File: src/design/sbph_pkg.sv
package sbph_pkg;

  // Field widths of the channels.
  localparam int BAR_W   = 6;
  localparam int MAG_W   = 16;
  localparam int X_W     = 9;
  localparam int Y_W     = 6;
  localparam int COLOR_W = 8;

  // Reset value of the full scale register.
  localparam logic [MAG_W-1:0] FULL_SCALE_RESET = 16'd10000;

  // Result kinds.
  localparam logic KIND_ROW  = 1'b0;
  localparam logic KIND_PEAK = 1'b1;

  typedef logic [BAR_W-1:0]   bar_t;
  typedef logic [MAG_W-1:0]   mag_t;
  typedef logic [X_W-1:0]     x_t;
  typedef logic [Y_W-1:0]     y_t;
  typedef logic [COLOR_W-1:0] color_t;

  // One bar ready for drawing: columns, lit level count and peak row.
  typedef struct packed {
    x_t x_left;
    x_t x_right;
    y_t height;
    y_t peak;
  } sbph_job_t;

endpackage

File: src/design/sbph_if.sv
// Input channel: one bar per item.
interface sbph_in_if import sbph_pkg::*; ();
  logic valid;
  logic ready;
  bar_t bar_index;
  mag_t magnitude;

  modport source(output valid, bar_index, magnitude, input ready);
  modport sink(input valid, bar_index, magnitude, output ready);
endinterface

// Output channel: one rectangle per item.
interface sbph_out_if import sbph_pkg::*; ();
  logic   valid;
  logic   ready;
  logic   item_kind;
  x_t     x_left;
  x_t     x_right;
  y_t     y_top;
  y_t     y_bottom;
  color_t red;
  color_t green;
  color_t blue;
  logic   last_of_bar;

  modport source(output valid, item_kind, x_left, x_right, y_top, y_bottom, red, green,
                 blue, last_of_bar, input ready);
  modport sink(input valid, item_kind, x_left, x_right, y_top, y_bottom, red, green,
               blue, last_of_bar, output ready);
endinterface

// Configuration channel: writes the full scale register.
interface sbph_cfg_if import sbph_pkg::*; ();
  logic valid;
  logic ready;
  mag_t full_scale;

  modport source(output valid, full_scale, input ready);
  modport sink(input valid, full_scale, output ready);
endinterface

File: src/design/spectrum_bar_peak_hold_raster.sv
// Spectrum bar raster with peak hold. Each input item is one bar (index and
// magnitude); the block answers with one colored rectangle item per lit level,
// bottom row first, followed by a white two-row peak marker flagged with
// last_of_bar. Bars with an index at or above BAR_COUNT are taken and dropped.
// The front end takes no new bar while its bit-serial height divider is busy
// or its job waits for room in the queue; the back end emits height + 1 items
// at one item per cycle while rect_out is ready. A two-entry job queue sits
// between them. full_scale is written through the cfg channel, which is
// always ready; write it only while no bar is in flight. A full scale of zero
// acts as one.
module spectrum_bar_peak_hold_raster import sbph_pkg::*; #(
  parameter int BAR_COUNT = 35,
  parameter int HEIGHT    = 40,
  parameter int BAR_PITCH = 11
) (
  input  logic       clk,
  input  logic       rst,
  sbph_in_if.sink    bar_in,
  sbph_cfg_if.sink   cfg,
  sbph_out_if.source rect_out
);

  mag_t      full_scale;
  logic      push;
  sbph_job_t push_job;
  logic      queue_full;
  logic      pop;
  logic      head_valid;
  sbph_job_t head;

  // Configuration register.
  assign cfg.ready = 1'b1;
  always_ff @(posedge clk) begin
    if (rst) begin
      full_scale <= FULL_SCALE_RESET;
    end else if (cfg.valid && cfg.ready) begin
      full_scale <= cfg.full_scale;
    end
  end

  sbph_front #(
    .BAR_COUNT (BAR_COUNT),
    .HEIGHT    (HEIGHT),
    .BAR_PITCH (BAR_PITCH)
  ) u_front (
    .clk        (clk),
    .rst        (rst),
    .bar_in     (bar_in),
    .full_scale (full_scale),
    .queue_full (queue_full),
    .push       (push),
    .push_job   (push_job)
  );

  sbph_queue u_queue (
    .clk        (clk),
    .rst        (rst),
    .push       (push),
    .push_job   (push_job),
    .full       (queue_full),
    .pop        (pop),
    .head_valid (head_valid),
    .head       (head)
  );

  sbph_back #(
    .HEIGHT (HEIGHT)
  ) u_back (
    .clk       (clk),
    .rst       (rst),
    .job_valid (head_valid),
    .job       (head),
    .pop       (pop),
    .rect_out  (rect_out)
  );

endmodule

File: src/design/sbph_ram.sv
module sbph_ram #(
  parameter int WIDTH = 6,
  parameter int DEPTH = 35
) (
  input  logic                                    clk,
  input  logic                                    we,
  input  logic [(DEPTH > 1 ? $clog2(DEPTH) : 1)-1:0] waddr,
  input  logic [WIDTH-1:0]                        wdata,
  input  logic                                    re,
  input  logic [(DEPTH > 1 ? $clog2(DEPTH) : 1)-1:0] raddr,
  output logic [WIDTH-1:0]                        rdata
);

  logic [WIDTH-1:0] mem [DEPTH];

  // One write port, one registered read port.
  always_ff @(posedge clk) begin
    if (we) begin
      mem[waddr] <= wdata;
    end
    if (re) begin
      rdata <= mem[raddr];
    end
  end

endmodule

File: src/design/sbph_queue.sv
module sbph_queue import sbph_pkg::*; (
  input  logic      clk,
  input  logic      rst,
  input  logic      push,
  input  sbph_job_t push_job,
  output logic      full,
  input  logic      pop,
  output logic      head_valid,
  output sbph_job_t head
);

  sbph_job_t  slot [2];
  logic       wr_ptr;
  logic       rd_ptr;
  logic [1:0] count;

  assign full       = (count == 2'd2);
  assign head_valid = (count != 2'd0);
  assign head       = slot[rd_ptr];

  // Payload slots carry no reset.
  always_ff @(posedge clk) begin
    if (push) begin
      slot[wr_ptr] <= push_job;
    end
  end

  // Pointers and fill count.
  always_ff @(posedge clk) begin
    if (rst) begin
      wr_ptr <= 1'b0;
      rd_ptr <= 1'b0;
      count  <= 2'd0;
    end else begin
      if (push) begin
        wr_ptr <= ~wr_ptr;
      end
      if (pop) begin
        rd_ptr <= ~rd_ptr;
      end
      count <= count + 2'(push) - 2'(pop);
    end
  end

`ifndef NO_ASSERTIONS
  a_no_push_full: assert property (@(posedge clk) disable iff (rst) push |-> !full)
    else $error("job pushed into a full queue");
  a_no_pop_empty: assert property (@(posedge clk) disable iff (rst) pop |-> head_valid)
    else $error("job popped from an empty queue");
`endif

endmodule

File: src/design/sbph_front.sv
module sbph_front import sbph_pkg::*; #(
  parameter int BAR_COUNT = 35,
  parameter int HEIGHT    = 40,
  parameter int BAR_PITCH = 11
) (
  input  logic      clk,
  input  logic      rst,
  sbph_in_if.sink   bar_in,
  input  mag_t      full_scale,
  input  logic      queue_full,
  output logic      push,
  output sbph_job_t push_job
);

  localparam int AW  = (BAR_COUNT > 1) ? $clog2(BAR_COUNT) : 1;
  localparam int DW  = MAG_W + $clog2(HEIGHT + 1);
  localparam int CW  = $clog2(DW + 1);

  localparam logic [1:0] ST_IDLE = 2'd0;
  localparam logic [1:0] ST_DIV  = 2'd1;
  localparam logic [1:0] ST_PUSH = 2'd2;

  logic [1:0]           state;
  logic [1:0]           state_next;
  bar_t                 bar_q;
  logic [DW-1:0]        dq;
  logic [MAG_W-1:0]     rem;
  logic [CW-1:0]        cnt;
  logic [BAR_COUNT-1:0] pk_vld;

  logic                 accept;
  logic                 in_range;
  mag_t                 fs;
  logic [MAG_W:0]       rem_sh;
  logic                 q_bit;
  y_t                   pk_mem;
  y_t                   pk_old;
  y_t                   h;
  logic [Y_W:0]         top;
  logic [Y_W:0]         pk_inc;
  y_t                   pk_new;
  logic [10:0]          x_prod;
  x_t                   xl;

  assign bar_in.ready = (state == ST_IDLE);
  assign accept       = bar_in.valid && bar_in.ready;
  assign in_range     = ({1'b0, bar_in.bar_index} < 7'(BAR_COUNT));
  assign fs           = (full_scale == '0) ? 16'd1 : full_scale;

  // Restoring division step: one quotient bit a cycle.
  assign rem_sh = {rem, dq[DW-1]};
  assign q_bit  = (rem_sh >= {1'b0, fs});

  // Peak row per bar; an entry never written since reset reads as zero.
  sbph_ram #(.WIDTH(Y_W), .DEPTH(BAR_COUNT)) u_peak_ram (
    .clk   (clk),
    .we    (push),
    .waddr (bar_q[AW-1:0]),
    .wdata (pk_new),
    .re    (accept),
    .raddr (bar_in.bar_index[AW-1:0]),
    .rdata (pk_mem)
  );

  // Clamp the quotient to a level count and update the peak.
  always_comb begin
    if (dq > DW'(HEIGHT)) begin
      h = y_t'(HEIGHT - 1);
    end else begin
      h = dq[Y_W-1:0];
    end
    pk_old = pk_vld[bar_q[AW-1:0]] ? pk_mem : '0;
    top    = 7'(HEIGHT) - {1'b0, h};
    pk_inc = {1'b0, pk_old} + 7'd1;
    if (pk_old == '0 || top < {1'b0, pk_old}) begin
      pk_new = top[Y_W-1:0];
    end else if (pk_inc > 7'(HEIGHT - 2)) begin
      pk_new = y_t'(HEIGHT - 2);
    end else begin
      pk_new = pk_inc[Y_W-1:0];
    end
  end

  // Bar columns wrap to the column width.
  assign x_prod = 11'(bar_q) * 11'(BAR_PITCH);
  assign xl     = x_prod[X_W-1:0];

  assign push              = (state == ST_PUSH) && !queue_full;
  assign push_job.x_left   = xl;
  assign push_job.x_right  = xl + x_t'(BAR_PITCH - 2);
  assign push_job.height   = h;
  assign push_job.peak     = pk_new;

  // Sequencer: accept, divide, hand the job to the queue.
  always_comb begin
    state_next = state;
    case (state)
      ST_IDLE: begin
        if (accept && in_range) begin
          state_next = ST_DIV;
        end
      end
      ST_DIV: begin
        if (cnt == CW'(DW - 1)) begin
          state_next = ST_PUSH;
        end
      end
      ST_PUSH: begin
        if (!queue_full) begin
          state_next = ST_IDLE;
        end
      end
      default: state_next = ST_IDLE;
    endcase
  end

  always_ff @(posedge clk) begin
    if (rst) begin
      state  <= ST_IDLE;
      pk_vld <= '0;
    end else begin
      state <= state_next;
      if (push) begin
        pk_vld[bar_q[AW-1:0]] <= 1'b1;
      end
    end
  end

  // Divider datapath.
  always_ff @(posedge clk) begin
    if (accept) begin
      bar_q <= bar_in.bar_index;
      dq    <= DW'(bar_in.magnitude) * DW'(HEIGHT);
      rem   <= '0;
      cnt   <= '0;
    end else if (state == ST_DIV) begin
      rem <= q_bit ? 16'(rem_sh - {1'b0, fs}) : rem_sh[MAG_W-1:0];
      dq  <= {dq[DW-2:0], q_bit};
      cnt <= cnt + CW'(1);
    end
  end

endmodule

File: src/design/sbph_back.sv
module sbph_back import sbph_pkg::*; #(
  parameter int HEIGHT = 40
) (
  input  logic       clk,
  input  logic       rst,
  input  logic       job_valid,
  input  sbph_job_t  job,
  output logic       pop,
  sbph_out_if.source rect_out
);

  localparam int RW = $clog2(2 * HEIGHT);
  localparam logic [9:0]    RED_Q   = 10'(510 / HEIGHT);
  localparam logic [RW-1:0] RED_R   = RW'(510 % HEIGHT);
  localparam logic [9:0]    GREEN_Q = 10'(1020 / HEIGHT);
  localparam logic [RW-1:0] GREEN_R = RW'(1020 % HEIGHT);

  // Level counter; qa/ra hold 510*y/HEIGHT, qb/rb hold 1020*y/HEIGHT.
  y_t          y;
  logic [9:0]  qa;
  logic [RW-1:0] ra;
  logic [9:0]  qb;
  logic [RW-1:0] rb;

  logic        o_valid;
  logic        o_kind;
  x_t          o_xl;
  x_t          o_xr;
  y_t          o_yt;
  y_t          o_yb;
  color_t      o_red;
  color_t      o_green;
  color_t      o_blue;
  logic        o_last;

  logic          load;
  logic          is_row;
  logic [RW-1:0] ra_sum;
  logic [RW-1:0] rb_sum;
  logic [9:0]    green_mid;
  color_t        red_c;
  color_t        green_c;

  assign load   = !o_valid || rect_out.ready;
  assign is_row = (y < job.height);
  assign pop    = load && job_valid && !is_row;

  assign ra_sum = ra + RED_R;
  assign rb_sum = rb + GREEN_R;

  // Color ramp: green to yellow, yellow to red, then solid red.
  assign green_mid = 10'd765 - qb - 10'(rb != '0);
  always_comb begin
    if ({1'b0, y, 1'b0} <= 8'(HEIGHT)) begin
      red_c   = qa[COLOR_W-1:0];
      green_c = 8'd255;
    end else if ({y, 2'b00} <= 8'(3 * HEIGHT)) begin
      red_c   = 8'd255;
      green_c = green_mid[COLOR_W-1:0];
    end else begin
      red_c   = 8'd255;
      green_c = 8'd0;
    end
  end

  // Level walk and ramp accumulators.
  always_ff @(posedge clk) begin
    if (rst) begin
      y  <= '0;
      qa <= '0;
      ra <= '0;
      qb <= '0;
      rb <= '0;
    end else if (load && job_valid) begin
      if (is_row) begin
        y <= y + y_t'(1);
        if (ra_sum >= RW'(HEIGHT)) begin
          qa <= qa + RED_Q + 10'd1;
          ra <= ra_sum - RW'(HEIGHT);
        end else begin
          qa <= qa + RED_Q;
          ra <= ra_sum;
        end
        if (rb_sum >= RW'(HEIGHT)) begin
          qb <= qb + GREEN_Q + 10'd1;
          rb <= rb_sum - RW'(HEIGHT);
        end else begin
          qb <= qb + GREEN_Q;
          rb <= rb_sum;
        end
      end else begin
        y  <= '0;
        qa <= '0;
        ra <= '0;
        qb <= '0;
        rb <= '0;
      end
    end
  end

  // Output register valid.
  always_ff @(posedge clk) begin
    if (rst) begin
      o_valid <= 1'b0;
    end else if (load) begin
      o_valid <= job_valid;
    end
  end

  // Output register payload: a bar row or the closing peak marker.
  always_ff @(posedge clk) begin
    if (load && job_valid) begin
      o_xl <= job.x_left;
      o_xr <= job.x_right;
      if (is_row) begin
        o_kind  <= KIND_ROW;
        o_yt    <= y_t'(HEIGHT - 1) - y;
        o_yb    <= y_t'(HEIGHT - 1) - y;
        o_red   <= red_c;
        o_green <= green_c;
        o_blue  <= 8'd0;
        o_last  <= 1'b0;
      end else begin
        o_kind  <= KIND_PEAK;
        o_yt    <= job.peak;
        o_yb    <= job.peak + y_t'(1);
        o_red   <= 8'd255;
        o_green <= 8'd255;
        o_blue  <= 8'd255;
        o_last  <= 1'b1;
      end
    end
  end

  assign rect_out.valid       = o_valid;
  assign rect_out.item_kind   = o_kind;
  assign rect_out.x_left      = o_xl;
  assign rect_out.x_right     = o_xr;
  assign rect_out.y_top       = o_yt;
  assign rect_out.y_bottom    = o_yb;
  assign rect_out.red         = o_red;
  assign rect_out.green       = o_green;
  assign rect_out.blue        = o_blue;
  assign rect_out.last_of_bar = o_last;

`ifndef NO_ASSERTIONS
  a_level_bound: assert property (@(posedge clk) disable iff (rst)
    job_valid |-> (y <= job.height))
    else $error("level counter ran past the bar height");
  a_restart_level: assert property (@(posedge clk) disable iff (rst)
    pop |=> (y == '0 && qa == '0 && qb == '0))
    else $error("level walk not restarted after a peak marker");
  a_ramp_color: assert property (@(posedge clk) disable iff (rst)
    (o_valid && o_kind == KIND_ROW) |-> (o_red == 8'd255 || o_green == 8'd255))
    else $error("bar row color left the green-yellow-red ramp");
`endif

endmodule
File: src/flat_wrapper.sv
// flat-port wrapper written by rule: the top's interface ports become plain ports
module spectrum_bar_peak_hold_raster_flat import sbph_pkg::*;
#(
  parameter int BAR_COUNT = 35,
  parameter int HEIGHT    = 40,
  parameter int BAR_PITCH = 11
)
  (clk, rst, bar_in_valid, bar_in_bar_index, bar_in_magnitude, bar_in_ready, cfg_valid, cfg_full_scale, cfg_ready, rect_out_valid, rect_out_item_kind, rect_out_x_left, rect_out_x_right, rect_out_y_top, rect_out_y_bottom, rect_out_red, rect_out_green, rect_out_blue, rect_out_last_of_bar, rect_out_ready);
  sbph_in_if bar_in_i ();
  sbph_cfg_if cfg_i ();
  sbph_out_if rect_out_i ();
  input  logic clk;
  input  logic rst;
  input wire logic [$bits(bar_in_i.valid)-1:0] bar_in_valid;
  input wire logic [$bits(bar_in_i.bar_index)-1:0] bar_in_bar_index;
  input wire logic [$bits(bar_in_i.magnitude)-1:0] bar_in_magnitude;
  output wire logic [$bits(bar_in_i.ready)-1:0] bar_in_ready;
  input wire logic [$bits(cfg_i.valid)-1:0] cfg_valid;
  input wire logic [$bits(cfg_i.full_scale)-1:0] cfg_full_scale;
  output wire logic [$bits(cfg_i.ready)-1:0] cfg_ready;
  output wire logic [$bits(rect_out_i.valid)-1:0] rect_out_valid;
  output wire logic [$bits(rect_out_i.item_kind)-1:0] rect_out_item_kind;
  output wire logic [$bits(rect_out_i.x_left)-1:0] rect_out_x_left;
  output wire logic [$bits(rect_out_i.x_right)-1:0] rect_out_x_right;
  output wire logic [$bits(rect_out_i.y_top)-1:0] rect_out_y_top;
  output wire logic [$bits(rect_out_i.y_bottom)-1:0] rect_out_y_bottom;
  output wire logic [$bits(rect_out_i.red)-1:0] rect_out_red;
  output wire logic [$bits(rect_out_i.green)-1:0] rect_out_green;
  output wire logic [$bits(rect_out_i.blue)-1:0] rect_out_blue;
  output wire logic [$bits(rect_out_i.last_of_bar)-1:0] rect_out_last_of_bar;
  input wire logic [$bits(rect_out_i.ready)-1:0] rect_out_ready;
  assign bar_in_i.valid = bar_in_valid;
  assign bar_in_i.bar_index = bar_in_bar_index;
  assign bar_in_i.magnitude = bar_in_magnitude;
  assign bar_in_ready = bar_in_i.ready;
  assign cfg_i.valid = cfg_valid;
  assign cfg_i.full_scale = cfg_full_scale;
  assign cfg_ready = cfg_i.ready;
  assign rect_out_valid = rect_out_i.valid;
  assign rect_out_item_kind = rect_out_i.item_kind;
  assign rect_out_x_left = rect_out_i.x_left;
  assign rect_out_x_right = rect_out_i.x_right;
  assign rect_out_y_top = rect_out_i.y_top;
  assign rect_out_y_bottom = rect_out_i.y_bottom;
  assign rect_out_red = rect_out_i.red;
  assign rect_out_green = rect_out_i.green;
  assign rect_out_blue = rect_out_i.blue;
  assign rect_out_last_of_bar = rect_out_i.last_of_bar;
  assign rect_out_i.ready = rect_out_ready;
  spectrum_bar_peak_hold_raster #(.BAR_COUNT(BAR_COUNT), .HEIGHT(HEIGHT), .BAR_PITCH(BAR_PITCH)) u_core (.clk(clk), .rst(rst), .bar_in(bar_in_i), .cfg(cfg_i), .rect_out(rect_out_i));
endmodule
File: config.mk
export PLATFORM = sky130hd
export DESIGN_NAME = spectrum_bar_peak_hold_raster_flat
export DESIGN_NICKNAME = d
export VERILOG_FILES = /design/src/design/sbph_pkg.sv /design/src/design/sbph_if.sv /design/src/design/spectrum_bar_peak_hold_raster.sv /design/src/design/sbph_ram.sv /design/src/design/sbph_queue.sv /design/src/design/sbph_front.sv /design/src/design/sbph_back.sv /design/src/flat_wrapper.sv
export SDC_FILE = /design/constraint.sdc
export NUM_CORES = 1
export LEC_CHECK = 0
export BUFFER_PORTS_ARGS = -buffer_cell sky130_fd_sc_hd__buf_2
export CORE_ASPECT_RATIO = 1.75
export CORE_MARGIN = 4
export CORE_UTILIZATION = 30
export CTS_BUF_LIST = sky130_fd_sc_hd__clkbuf_8
export CTS_CLUSTER_DIAMETER = 30
export DETAILED_ROUTE_END_ITERATION = 6
export PLACE_DENSITY_LB_ADDON = 0.1
export SETUP_SLACK_MARGIN = 0.5
export SYNTH_ARGS = -nofsm -noshare
export SYNTH_HDL_FRONTEND = slang
export SYNTH_HIERARCHICAL = 1
export SYNTH_SLANG_ARGS = --single-unit
export TNS_END_PERCENT = 100
File: constraint.sdc
create_clock -name clk -period 9.3 [get_ports clk]
set_input_delay 0.465 -clock clk [delete_from_list [all_inputs] [get_ports clk]]
set_output_delay 0.465 -clock clk [all_outputs]
set_load 0.02 [all_outputs]
==> results.cfg <==
[pwr]
power.leakage_uw = 0.00991
p_int_uw = 3820
ir_worst_vdd_mv = 0.0760
netSwitchingPower_uw = 1300
power_frac_clock_pct = 43.8
swShare_pct = 25.3
pwr-share-seq_pct = 45.5
power_density_mw_per_mm2 = 197
p_comb_share_pct = 10.7

[floorplanning]
die_h_um = 369
boundaryPins = 102
num_rows = 132
start_util_pct = 30.3
die_w_um = 215
dieArea_mm2 = 0.0792
core_mm2 = 0.0740

[final_layout]
regArea_mm2 = 0.0128
n_fill_cell = 7308
final-instance-count-excl-fill = 2981
layout-drive-gt1-share_pct = 17.6
multiInputGateArea_mm2 = 0.00876
layout.nets = 2112
syn2layout_area_growth_pct = 15.8

[worst_setup_path]
crit_type = reg2reg
critPathMaxFanout = 37
cp-end-kind = flop
start_kind = flop
crit_arrival_ns = 5.48
critPathRequiredTime_ns = 9.64

[drt]
wl_per_cell_um = 19.3
num_vias = 14400
drt_pass1_iterations = 5
drt-total-wl_um = 57500
vias_per_cell = 4.82
drc = 0
drt_first_iter_violations = 627
antenna_left = 0

[synthesis]
avgSynthCellArea_um2 = 12.3
synth_flop_cell = edfxtp_1
synth_area_mm2 = 0.0224
synthCells = 1814
yosysWarningCount = 6
ys_types = 100
yosysSeqAreaShare_pct = 57.0
synth_edf_count = 348
ys_ff_latch = 464
synthArstFlopShare_pct = 0
synth_fp_nets = 1962

[job]
max_cap_violations = 0

[timing]
fin_tns_setup_ns = 0
max_freq_mhz = 194
fin_skew_ns = 0.0261
tightest_slew_ns = 1.03
rsz0062_at_grt = false
drv_slew = 0
hold_viol_final = 0
setup_viol = 0
period_needed_ns = 5.15
fin_crit_sh_pct = 55.3
maxSlewHeadroom_pct = 29.9

[cts]
path_clk_slew_ns = 0.05
cts_resized = 0
cts_buffers = 94
clock-root-buffer = clkbuf_8
clk_path_buf_depth = 3
postCtsSetupRepairBufs = 0
clock_sinks = 464
insertion_delay_ns = 0.69
cts_tree = built
htreeDepth = 3

[placed_design]
dp.cells = 2790
portBuffers = 100
gp_congestion = 0.795
place_hpwl_um = 40200

[global_route]
antenna_found_initial = 2
grt_start_max_net_pins = 77
grt_pass1_vias = 15000
grt_usage_pct = 14.4
grt_overflow = 0
grt_pass1_wl_um = 88800

[hold_path]
hp-class = in2reg

[run_status]
status = complete, no violations
==> final timing paths <==
check	from	to	slack (ns)	depth (start not counted)
hold reg to reg	u_core/u_front/rem[15]$_SDFFE_PP0P_	u_core/u_front/rem[15]$_SDFFE_PP0P_	0.45	2
setup reg to reg	u_core/u_front/bar_q[3]$_DFFE_PP_	u_core/u_front/u_peak_ram/mem[23][1]$_DFFE_PP_	4.15	14
hold / removal	rect_out_ready	u_core/u_back/rect_out.valid$_SDFFE_PP0N_	0.08	3
setup / recovery	u_core/u_front/bar_q[3]$_DFFE_PP_	u_core/u_front/u_peak_ram/mem[23][1]$_DFFE_PP_	4.15	14
==> sequential cells by signal (all words and copies together) (netlist names), 8 cells and up, named ones only <==
signal / flops
u_core/u_front/rem: 16
u_core/u_front/u_peak_ram/mem: 210
u_core/u_back/rect_out.x_right: 9
u_core/u_back/rect_out.red: 8
u_core/u_back/qa: 8
u_core/u_back/rect_out.x_left: 9
u_core/u_back/rect_out.green: 8
u_core/u_queue/slot: 60
u_core/full_scale: 16
u_core/u_front/pk_vld: 35
u_core/u_front/dq: 22
u_core/u_back/qb: 8
==> worst max-delay path, stage by stage (launching register included) <==
cell      delay [ns]
edfxtp_1        0.66
nor3b_1         0.50
and2_1          0.25
a211oi_2        0.05
a31oi_1         0.34
nand2b_1        0.47
and2_1          0.23
inv_2           0.06
ha_1            0.18
nand2b_1        0.15
nor4_1          0.25
a211oi_2        0.09
a211oi_4        0.51
nor3_4          0.16
mux2i_4         0.84
==> layout by cell type (no fill, tap or decap), drive strengths merged, types with 19 or more instances in the layout <==
cell type  count
a21oi        110
a22o          21
a22oi         25
buf          124
clkbuf       100
clkinv        30
dfxtp        116
edfxtp       348
ha           100
inv          114
mux2          31
mux2i        135
nand2        102
nand3         32
nor2         161
nor2b         19
nor3          21
o21ai         81
xnor2         49
xor2          40
==> synthesized netlist by cell type, drive strengths merged, types with 7 or more instances <==
master / number / area share [%]
ha: 100 / 5.6
or2: 11 / 0.31
and3: 9 / 0.27
nand4: 11 / 0.31
a211oi: 7 / 0.34
nand3: 32 / 0.72
nand3b: 9 / 0.30
a21oi: 110 / 2.5
xor2: 40 / 1.6
a221oi: 12 / 0.61
dfxtp: 116 / 10
inv: 92 / 1.5
clkbuf: 32 / 0.54
a211o: 7 / 0.27
nor4: 9 / 0.25
nor3: 21 / 0.54
nand2: 102 / 1.7
o22ai: 13 / 0.36
a22o: 21 / 0.82
nor2: 161 / 2.7
nand2b: 13 / 0.36
mux2i: 135 / 6.0
a31oi: 9 / 0.32
buf: 54 / 2.1
edfxtp: 348 / 47
nor2b: 19 / 0.53
and2: 13 / 0.36
a22oi: 25 / 0.84
mux2: 31 / 2.1
o41ai: 11 / 0.75
or3: 13 / 0.36
o21ai: 81 / 1.8
xnor2: 49 / 1.9
a21o: 17 / 0.57
==> layer usage <==
| layer | global-route usage, % | part of all wire [%] | vias up |
|---|---|---|---|
| li1 | - | - | 7008 |
| met1 | 15.0 | 38 | 6965 |
| met2 | 27.5 | 55 | 268 |
| met3 | 2.89 | 3.6 | 125 |
| met4 | 6.67 | 4.1 | 2 |
| met5 | 0 | 0.035 | - |
==> kinds of logic (layout without fill, tap and decap cells) <==
logic type,Yosys count,in the layout,share of synthesized area (%)
XOR/XNOR,90,90,3.65
buffers and inverters,178,406,4.15
multiplexers,169,169,8.41
adder cells (fa/ha/maj),105,105,6.03
AND/OR/NAND/NOR,444,444,9.55
AO/OA/AOI/OAI,363,363,11.1
other,1,2,0.0167
flip-flops,464,464,57.0
==> per-stage QoR <==
stage	power [µW]	util, %	area [µm²]	setup slack [ns]	hold WS (ns)
6_report	5110	35.0	25900	4.15	0.0826
3_5_place_dp	2920	32.1	23700	4.05	0.449
4_1_cts	5210	35.0	25900	4.04	0.00149
5_1_grt	5370	35.0	25900	3.65	0.0445
3_3_place_gp	2910	32.1	23700	4.21	0.446
2_1_floorplan	2760	-	22400	4.04	0.420
==> power groups by stage <==
| stage | Clock [µW] | Combinational [µW] | Sequential (µW) |
|---|---|---|---|
| final | 2240 | 547 | 2330 |
| after global routing | 2430 | 615 | 2330 |
| after CTS | 2330 | 558 | 2330 |
| after detailed placement | 0 | 548 | 2370 |
| after global placement | 0 | 545 | 2370 |
| after floorplan | 0 | 402 | 2360 |
==> cell type report <==
| cell class | instances | share of cell area [%] |
|---|---|---|
| clock inverters | 74 | 2.54 |
| multi-input cells | 1172 | 33.8 |
| well taps | 938 | 4.53 |
| diodes | 1 | 0.00965 |
| inverters | 92 | 1.33 |
| clock buffers | 100 | 5.31 |
| repair buffers | 140 | 3.25 |
| flip-flops and latches | 464 | 49.3 |
==> what timing repair did <==
item / CTS / global route
endpoints found under the hold margin: 16 / 0
hold buffers: 16 / 0
setup endpoints to repair: 0 / 0
No activity file was read; power rests on OpenSTA's default activity.
